`config.mk`:
```
export PLATFORM = sky130hd
export DESIGN_NAME = ms_ctrl
export DESIGN_NICKNAME = d
export VERILOG_FILES = /design/src/hw/rtl/ms_pkg.sv /design/src/hw/rtl/ms_ctrl.sv
export SDC_FILE = /design/constraint.sdc
export NUM_CORES = 1
export LEC_CHECK = 0
export BUFFER_PORTS_ARGS = -buffer_cell sky130_fd_sc_hd__buf_2
export CORE_AREA = 2 2 39 41
export DETAILED_ROUTE_END_ITERATION = 6
export DIE_AREA = 0 0 41 43
export SYNTH_ARGS = -nofsm -noshare
export SYNTH_HDL_FRONTEND = slang
export SYNTH_SLANG_ARGS = --single-unit
```
`constraint.sdc`:
```
create_clock -name clk -period 1.8 [get_ports clk]
set_clock_uncertainty 0.2 [all_clocks]
set_input_delay 0.36 -clock clk [delete_from_list [all_inputs] [get_ports clk]]
set_output_delay 0.36 -clock clk [all_outputs]
set_load 0.01 [all_outputs]
```
`src/hw/rtl/ms_pkg.sv`:
```
// Merge sorter package: default sizes and the control/status bundles
// passed between the sequencer and the datapath. No dependencies.
`default_nettype none

package ms_pkg;

	localparam int MAX_ELEMENTS_DEF = 64;
	localparam int DATA_WIDTH_DEF   = 32;

	typedef struct packed {
		logic load;
		logic sort_start;
		logic run_setup;
		logic merge_step;
		logic pass_end;
		logic emit_en;
		logic set_clear;
	} ms_cmd_t;

	typedef struct packed {
		logic sort_needed;
		logic run_done;
		logic pass_done;
		logic emit_done;
	} ms_status_t;

endpackage

`default_nettype wire

```
`src/hw/rtl/ms_ctrl.sv`:
```
// Merge sorter sequencer: load, per-run setup, merge passes, emission.
// Depends on ms_pkg for the command and status bundles.
`default_nettype none

module ms_ctrl import ms_pkg::*; (
	input  wire logic       clk,
	input  wire logic       arst_n,
	input  wire logic       in_valid,
	input  wire logic       in_last,
	output logic            in_ready,
	input  wire ms_status_t status,
	output ms_cmd_t         cmd
);

	typedef enum logic [2:0] {
		S_LOAD,
		S_CHECK,
		S_SETUP,
		S_MERGE,
		S_EMIT
	} state_t;

	state_t state_q;
	state_t state_d;

	always_comb begin
		cmd      = '0;
		in_ready = 1'b0;
		state_d  = state_q;
		unique case (state_q)
			S_LOAD: begin
				in_ready = 1'b1;
				cmd.load = in_valid;
				if (in_valid && in_last) begin
					cmd.sort_start = 1'b1;
					state_d        = S_CHECK;
				end
			end
			S_CHECK: begin
				state_d = status.sort_needed ? S_SETUP : S_EMIT;
			end
			S_SETUP: begin
				cmd.run_setup = 1'b1;
				state_d       = S_MERGE;
			end
			S_MERGE: begin
				cmd.merge_step = 1'b1;
				if (status.run_done) begin
					if (status.pass_done) begin
						cmd.pass_end = 1'b1;
						state_d      = S_CHECK;
					end else begin
						state_d = S_SETUP;
					end
				end
			end
			S_EMIT: begin
				cmd.emit_en = 1'b1;
				if (status.emit_done) begin
					cmd.set_clear = 1'b1;
					state_d       = S_LOAD;
				end
			end
			default: begin
				state_d = S_LOAD;
			end
		endcase
	end

	always_ff @(posedge clk or negedge arst_n) begin
		if (!arst_n) begin
			state_q <= S_LOAD;
		end else begin
			state_q <= state_d;
		end
	end

endmodule

`default_nettype wire

```
==> metrics.txt, run 1 <==
Filler cells=~160; first-pass detailed-route iteration total=2; crit-path cells=nor3_4 -> and3_1 -> buf_2; row count=14; critical setup path kind=reg -> out; initial antenna violation count=0; status=finished clean; worst reg-to-reg setup slack=~0.40 ns; clock tree from TritonCTS=built; Synth top area share=around a third; initial drt markers=1; grt ovf=0; register area share after synthesis=between 30% and 40%; final WL=526 um; Largest stage delay, worst path=approximately 0.44 ns; CP Launch Point=state_q[2]$_DFFE_PN0P_; Vias/cell=4.05; Leak=between 0.15 and 0.2 nW; share of layout cells above drive strength 1=around three fifths; Syn Nets=32; Netlist cell types=18; asr flop ratio synth=100%; All-Layer GR Usage=just under 8%; io pins=16; Placed Instances=54; Biggest register=state_q; Power Dens Cells=1450 nW/um2; Hold Startpoint=in_last; fin cells=60; Slew HR=between 80% and 90%; top cells by count, synth=dfrtp_1, nor2_1, and2_1, or3b_1; full die area=approximately 1800 um2; min Tclk post-route=between 1.5 and 2 ns; Initial Util=about 16%; yosys warns=0; required time worst endpoint=1.24 ns; # DRC=0; CP arrival=~1.2 ns; fmax=around 600 MHz; Hold WC Path Type=in -> reg; Sink Count=3; max cap viols=0; H-tree depth=1; Clock Path Buffers=2; Top FF cell, synth=dfrtp_1; Routed Antenna Nets=0; top flop regs=state_q (3); Post-Synthesis Cell Area=about 220 um2; cell taking the most area after synthesis=dfrtp_1; Syn Area/Cell=a little over 9 um2; fin nets=53; Placer Congestion=0.620; clock latency on the worst-skew pair=0.23 ns; worst slew pin tran=between 0.2 and 0.3 ns; number of flip-flops under the largest register name=3; Final Hold Viols=0; CTS buffer count=3; Worst Path Max Fanout=7; PortBufs=15; RSZ-0062 raised after global routing=yes; clk slew on worst S/H paths=approximately 0.030 ns; FF-to-FF End=state_q[2]$_DFFE_PN0P_; Final Setup Violations=0; Slew Limit Fails=0; largest net degree at the start of global routing=12; worst r2r path cells=3; Core Area=roughly 1400 um2; RR Startpoint=state_q[0]$_DFFE_PN0P_; area growth from synthesis to layout=65.5%; ranking of synthesized cells by area=dfrtp_1, or3b_1, and2_1; slowest CP cell=dfrtp_2; critical path capture point=cmd[5]; n_diodes=0; number of global-route vias before repair=210; VDD IR max=0.283 mV; vias=between 200 and 250; Post-Synthesis Cells=24; Routed wire per std cell=roughly 9 um; period utilization=a little over nine tenths; setup TNS=0 ns; die height=around 43 um; CP startpoint kind=register; EDFF count, synth=0; first-pass GRT wire length=around 850 um; Synth Register Bits=3; CP endpoint kind=output port; width of the die=41 um; clock root cell=clkbuf_4
## through the flow
step                area, um2  hold slack, ns  util (%)  total power, mW  worst slack [ns]
finish                    360           0.210      26.0            0.523            0.0950
global route              360           0.206      26.0            0.579            0.0146
CTS                       338           0.206      24.4            0.487            0.0132
detailed placement        302         -0.0389      21.8            0.365             0.271
global placement          302         -0.0433      21.8            0.362             0.294
floorplan                 218          -0.136         -            0.305             0.165
## cells by family (layout without fill, tap and decap cells)
group           count (synthesis)  after routing  share of synthesized area [%]
compound gates                  3              3                           10.3
buf+inv                         2             22                           6.89
flops                           3              3                           34.5
simple gates                   16             16                           48.3
## final cells by class
type	instances	area, um2	area share, %
Timing Repair Buffer	17	92.6	25.7
Tap cell	16	20.0	5.56
Clock buffer	4	26.3	7.29
Sequential cell	3	78.8	21.9
Multi-Input combinational cell	19	139	38.5
Inverter	1	3.75	1.04
## worst min path at each step
stage                             endpoint  slack [ns]  cells after the start
floorplan           state_q[0]$_DFFE_PN0P_       -0.14                      0
global placement    state_q[2]$_DFFE_PN0P_       -0.04                      1
detailed placement  state_q[1]$_DFFE_PN0P_       -0.04                      1
CTS                 state_q[0]$_DFFE_PN0P_        0.21                      3
global route        state_q[0]$_DFFE_PN0P_        0.21                      3
finish              state_q[0]$_DFFE_PN0P_        0.21                      3
## layer usage
metal,GRT usage (%),part of all wire (%),up-vias
li1,-,-,128
met1,8.06,40,106
met2,9.69,49,9
met3,8.90,12,0
met4,4.00,0,0
met5,0,0,-
## worst max-delay path: cells and delay by family, from the launching register on
kind                   cells  cell delay (ns)
AND/OR/NAND/NOR            2             0.36
buffers and inverters      1             0.12
flip-flops                 1             0.44
## what timing repair did
action                                  in CTS  in global routing
hold endpoints to repair                     3                  0
buffers inserted                             0                  1
endpoints found under the setup margin       0                  4
gates resized for setup                      0                  5
hold buffers                                 1                  0
## power by group
| part | leakage, nW | internal [mW] | total, mW | switching (mW) |
|---|---|---|---|---|
| Sequential | 0.0333 | 0.105 | 0.167 | 0.0622 |
| Clock | 0.0150 | 0.0828 | 0.114 | 0.0308 |
| Combinational | 0.133 | 0.122 | 0.242 | 0.120 |
## cell usage in the layout (no fill, tap or decap), types with 2 or more instances in the layout
cell type | Yosys | layout
and2_1 | 2 | 2
buf_2 | 0 | 15
clkbuf_4 | 0 | 3
dfrtp_2 | 0 | 3
nor2_1 | 3 | 3
or3b_1 | 2 | 2
No activity file was read; power rests on OpenSTA's default activity.
==> run 2, diff against run 1 <==
==> constraint.sdc (replaced) <==
create_clock -name clk -period 1.59 [get_ports clk]
set_clock_uncertainty 0.2 [all_clocks]
set_input_delay 0.318 -clock clk [delete_from_list [all_inputs] [get_ports clk]]
set_output_delay 0.318 -clock clk [all_outputs]
set_load 0.01 [all_outputs]
==> run 2 against run 1 <==
  * The flow now finishes with violations (setup timing)
  * Wire length up 1.9%
  * Critical path depth unchanged
  * Total power up 27%
  * Combinational power up 45%
  * Largest cell class unchanged
==> metrics.txt, run 2 (synthesis results as in run 1) <==
clock root cell=clkbuf_4; failing checks=setup timing; fin nets=56 (+5.7%); largest net degree at the start of global routing=9 (-3); Top Usage Layer GRT=met2; io pins=16 (unchanged); Power Dens Cells=1700 nW/um2 (+17%); worst hold margin=0.151 ns (-0.0591 ns); worst slew pin tran=0.216 ns (-0.0531 ns); initial drt markers=2 (+1); Routed Antenna Nets=0 (unchanged); share of layout cells above drive strength 1=63.8% (+2.5 points); Final Hold Viols=0 (unchanged); worst r2r path cells=3 (unchanged); row count=14 (unchanged); CP Depth=3 (unchanged); fmax=598 MHz; Core Area=1380 um2 (unchanged); clock latency on the worst-skew pair=0.23 ns (about the same); n_diodes=0 (unchanged); top flop regs=state_q (3); All-Layer GR Usage=7.95% (+0.0080 points); post-route total power=0.662 mW (+27%); grt ovf=0 (unchanged); worst reg-to-reg setup slack=0.19 ns (-0.21 ns); die height=43 um (unchanged); Slew HR=85.5% (+3.6 points); Clock Path Buffers=2 (unchanged); CP endpoint kind=output port; number of global-route vias before repair=228 (+8.6%); Biggest register=state_q; CP startpoint kind=register; slowest CP cell=dfrtp_2; Placer Congestion=0.768 (+24%); most frequent cells in the layout=buf_2, buf_4, nor2_1, clkbuf_4, dfrtp_2; Leak=0.197 nW (+9.1%); width of the die=41 um (unchanged); Worst Path Max Fanout=6 (-1); Final Setup Violations=7 (+7); critical setup path kind=reg -> out; Largest stage delay, worst path=0.43 ns (about the same); number of flip-flops under the largest register name=3 (unchanged); area growth from synthesis to layout=78.7%; cell family with most CP delay=flip-flops; FF-to-FF End=state_q[2]$_DFFE_PN0P_; first-pass GRT wire length=910 um (+7.3%); Buf+Inv Stages, Crit Path=1 (unchanged); Final Util=28.1% (+2.1 points); Post-DP HPWL=a little under 400 um; Initial Util=15.7% (unchanged); Slew Limit Fails=0 (unchanged); Hold WC Path Type=in -> reg; RR Startpoint=state_q[0]$_DFFE_PN0P_; pre-CTS setup slack=0.125 ns (-0.146 ns); min Tclk post-route=1.67 ns; first-pass detailed-route iteration total=2 (unchanged); final WL=536 um (+1.9%); crit-path cells=nor3_4 -> and3_1 -> buf_2; H-tree depth=1 (unchanged); status=finished with violations; clk slew on worst S/H paths=0.04 ns (about the same); vias=245 (+0.82%); clock tree from TritonCTS=built; RSZ-0062 raised after global routing=yes; CP arrival=1.15 ns (about the same); initial antenna violation count=0 (unchanged); Vias/cell=3.89 (-4.0%); Sink Count=3 (unchanged); GRT met3 Usage=1.57% (-7.3 points); worst setup margin=-0.0811 ns (-0.176 ns); CTS buffer count=3 (unchanged); met1 usage=9.06% (+1.0 points); most common cell after layout, fill and taps aside=buf_2; CP Launch Point=state_q[2]$_DFFE_PN0P_; required time worst endpoint=1.07 ns (-0.17 ns); GR Util met2=11.3% (+1.6 points); VDD IR max=0.481 mV (+70%); full die area=1760 um2 (unchanged); Routed wire per std cell=8.51 um (-3.0%); period utilization=105%; max cap viols=0 (unchanged); critical path capture point=cmd[5]; # DRC=0 (unchanged); PortBufs=15 (unchanged)
==> run 2: cell type report <==
cell class	count	area [um2]
fill	158	995
multi-input combinational	19	139
timing repair buffer	20	121
sequential	3	78.8
clock buffer	4	26.3
tap	16	20.0
inverter	1	3.75
==> run 2: how the worst min path moves through the flow <==
| stage | from | to | slack (ns) | cells after the start |
|---|---|---|---|---|
| global placement | arst_n | state_q[1]$_DFFE_PN0P_ | -0.08 | 1 |
| detailed placement | arst_n | state_q[1]$_DFFE_PN0P_ | -0.08 | 1 |
| finish | in_last | state_q[0]$_DFFE_PN0P_ | 0.15 | 3 |
| global route | in_last | state_q[0]$_DFFE_PN0P_ | 0.16 | 3 |
| CTS | in_last | state_q[0]$_DFFE_PN0P_ | 0.15 | 3 |
| floorplan | arst_n | state_q[0]$_DFFE_PN0P_ | -0.18 | 0 |
==> run 2: repair_timing <==
action	in CTS	in global routing
hold endpoints to repair	3	0
hold buffers	1	0
endpoints found under the setup margin	8	8
pin swaps	5	2
gates resized for setup	2	3
setup buffers	3	1
==> run 2: routing by layer <==
layer | part of all wire (%) | routed length, um | up-vias
li1 | - | - | 130
met1 | 45 | 241 | 102
met2 | 44 | 238 | 11
met3 | 7.5 | 40 | 2
met4 | 3.0 | 16 | 0
met5 | 0 | 0 | -
==> run 2: per-stage QoR <==
step | cell area (um2) | setup TNS, ns | std cells
after CTS | 368 | -0.319 | 62
after floorplan | 223 | 0 | 24
final | 389 | -0.300 | 63
after global routing | 389 | -0.764 | 63
after detailed placement | 307 | 0 | 54
after global placement | 307 | 0 | 54
==> run 2: worst reg2reg max path: stages (launching register included) <==
cell and delay (ns):
dfrtp_2 0.43, buf_4 0.17, or3b_1 0.38, a21oi_2 0.15
==> run 2: report_power, final <==
| part | internal (mW) | switching [mW] | total, mW |
|---|---|---|---|
| Clock | 0.0940 | 0.0389 | 0.133 |
| Combinational | 0.193 | 0.156 | 0.350 |
| Sequential | 0.119 | 0.0608 | 0.180 |
| Total | 0.406 | 0.256 | 0.662 |
==> run 3, diff against run 2 <==
--- a/config.mk
+++ b/config.mk
@@ -6,9 +6,12 @@
 export NUM_CORES = 1
 export LEC_CHECK = 0
 export BUFFER_PORTS_ARGS = -buffer_cell sky130_fd_sc_hd__buf_2
+export CELL_PAD_IN_SITES_DETAIL_PLACEMENT = 0
+export CELL_PAD_IN_SITES_GLOBAL_PLACEMENT = 1
 export CORE_AREA = 2 2 39 41
 export DETAILED_ROUTE_END_ITERATION = 6
 export DIE_AREA = 0 0 41 43
+export PLACE_DENSITY_LB_ADDON = 0.1
 export SYNTH_ARGS = -nofsm -noshare
 export SYNTH_HDL_FRONTEND = slang
 export SYNTH_SLANG_ARGS = --single-unit
==> run 3 against run 2 <==
  * The flow still finishes with violations (setup timing)
  * Worst hold slack better by 0.0070 ns
  * Core utilization is 2.1 points lower
  * Via count is 1.6% lower
  * Sequential cell count stayed put
  * Global-route usage is 0.29 points higher
  * Total power is 10% lower
  * First-iteration DRC count is 50% higher
  * Non-clock buffer count is 3 lower
  * Largest cell class unchanged
  * Critical path type unchanged
  * Clock-buffer cell count stayed put
  * Critical path depth stayed put
==> metrics.txt, run 3 (synthesis results as in run 1) <==
status=finished with violations; failing checks=setup timing; post-route total power=0.596 mW (-10%); fin nets=53 (-5.4%); cell depth of the worst min-delay path=3 (unchanged); required time worst endpoint=1.07 ns (about the same); Post-DP HPWL=419 um (+8.7%); P_sw=0.245 mW (-4.5%); Routed Antenna Nets=0 (unchanged); Leak=0.181 nW (-8.3%); pre-CTS setup slack=0.115 ns (-0.0103 ns); Sink Count=3 (unchanged); fin cells=60 (-4.8%); most common cell after layout, fill and taps aside=buf_2; Power Dens Cells=1650 nW/um2 (-2.8%); Final Hold Viols=0 (unchanged); worst r2r path cells=3 (unchanged); row count=14 (unchanged); full die area=1760 um2 (unchanged); vias=241 (-1.6%); Hold Startpoint=in_last; Filler cells=157 (-0.63%); Initial Util=15.7% (unchanged); Vias/cell=4.02 (+3.3%); first-pass GRT wire length=945 um (+3.8%); # DRC=0 (unchanged); Int Pwr=0.352 mW (-13%); critical setup path kind=reg -> out; initial antenna violation count=0 (unchanged); setup TNS=-0.332 ns (-0.0326 ns); n_diodes=0 (unchanged); Final Util=26.0% (-2.1 points); RSZ-0062 raised after global routing=yes; Core Area=1380 um2 (unchanged); worst setup margin=-0.0743 ns (+0.00679 ns); number of global-route vias before repair=244 (+7.0%); initial drt markers=3 (+1); FF-to-FF End=state_q[2]$_DFFE_PN0P_; CP arrival=1.15 ns (about the same); io pins=16 (unchanged); clock root cell=clkbuf_4; most frequent cells in the layout=buf_2, nor2_1, clkbuf_4, dfrtp_2; final WL=561 um (+4.7%); Final Setup Violations=6 (-1); RR Startpoint=state_q[0]$_DFFE_PN0P_; area growth from synthesis to layout=65.5%; hold worst-path end=state_q[0]$_DFFE_PN0P_; clock latency on the worst-skew pair=0.23 ns (about the same); Routed wire per std cell=9.35 um (+9.9%); share of layout cells above drive strength 1=61.4% (-2.5 points); Clk pwr share=22.3% (+2.2 points); PortBufs=15 (unchanged); grt ovf=0 (unchanged); part of the power in registers=31.7% (+4.6 points); switching share of power=41.0% (+2.4 points); All-Layer GR Usage=8.24% (+0.29 points); first-pass detailed-route iteration total=2 (unchanged); Biggest register=state_q; Placer Congestion=0.652 (-15%); CP startpoint kind=register; worst slew pin tran=0.239 ns (+0.0230 ns); die height=43 um (unchanged); Final Cell Area=360 um2 (-7.4%); Slew Limit Fails=0 (unchanged); worst hold margin=0.158 ns (+0.00697 ns); CTS buffer count=3 (unchanged); max cap viols=0 (unchanged); largest net degree at the start of global routing=9 (unchanged); top flop regs=state_q (3); worst reg-to-reg setup slack=0.19 ns (about the same); width of the die=41 um (unchanged); crit-path cells=nor3_4 -> and3_1 -> buf_2; period utilization=105% (-0.43 points); clock tree from TritonCTS=built; Area after DPL=307 um2 (unchanged); fmax=601 MHz (+0.41%); Clock Path Buffers=2 (unchanged); min Tclk post-route=1.66 ns (-0.00679 ns); CP endpoint kind=output port; Largest stage delay, worst path=0.43 ns (about the same); VDD IR max=0.366 mV (-24%); Worst Path Max Fanout=4 (-2); Placed Instances=54 (unchanged); Slew HR=84.0% (-1.5 points); combinational fraction of design power=46.0% (-6.8 points); number of flip-flops under the largest register name=3 (unchanged); slowest CP cell=dfrtp_2; H-tree depth=1 (unchanged); Hold WC Path Type=in -> reg; clk slew on worst S/H paths=0.04 ns (about the same)
-- run 3: cell types whose count changed in the layout (fill, tap and decap cells not counted), sizes merged --
cell,previous run,this run
buf,19,16
-- run 3: power groups by stage --
| stage | combinational, mW | sequential [mW] | clock, mW |
|---|---|---|---|
| 2_1_floorplan | 0.202 | 0.149 | 0 |
| 3_3_place_gp | 0.235 | 0.194 | 0 |
| 3_5_place_dp | 0.232 | 0.191 | 0 |
| 4_1_cts | 0.283 | 0.191 | 0.141 |
| 5_1_grt | 0.309 | 0.197 | 0.149 |
| 6_report | 0.274 | 0.189 | 0.133 |
-- run 3: layout make-up --
| type | instances | area [um2] | share of cell area, % |
|---|---|---|---|
| multi-input combinational | 19 | 139 | 38.5 |
| clock buffer | 4 | 26.3 | 7.29 |
| inverter | 1 | 3.75 | 1.04 |
| tap | 16 | 20.0 | 5.56 |
| sequential | 3 | 78.8 | 21.9 |
| timing repair buffer | 17 | 92.6 | 25.7 |
-- run 3: repair_timing --
item	in CTS	in global routing
endpoints found under the hold margin	3	0
endpoints found under the setup margin	8	8
pin swaps	3	3
hold buffers	1	0
buffers inserted	1	0
gates resized for setup	4	0
-- run 3: critical path: cells and delay by family (launching register included) --
family,cells,cell delay [ns]
DFF,1,0.43
buffers and inverters,1,0.12
and+or+nand+nor,2,0.36
-- run 3: worst max path at each step --
stage                                       from  slack, ns  endpoint  cells after the start
after floorplan           state_q[0]$_DFFE_PN0P_       0.13    cmd[5]                      3
after global placement    state_q[1]$_DFFE_PN0P_       0.12    cmd[5]                      3
after detailed placement  state_q[2]$_DFFE_PN0P_       0.12    cmd[5]                      3
after CTS                 state_q[1]$_DFFE_PN0P_       -0.1    cmd[5]                      3
after global routing      state_q[0]$_DFFE_PN0P_      -0.14    cmd[5]                      3
final                     state_q[0]$_DFFE_PN0P_      -0.07    cmd[5]                      3
-- run 3: routing by layer --
layer	routed length, um	global-route usage, %	vias to the layer above
met5	0	0	-
met4	0	10.0	0
met2	278	10.3	8
li1	-	-	127
met1	254	10.0	106
met3	29	1.57	0
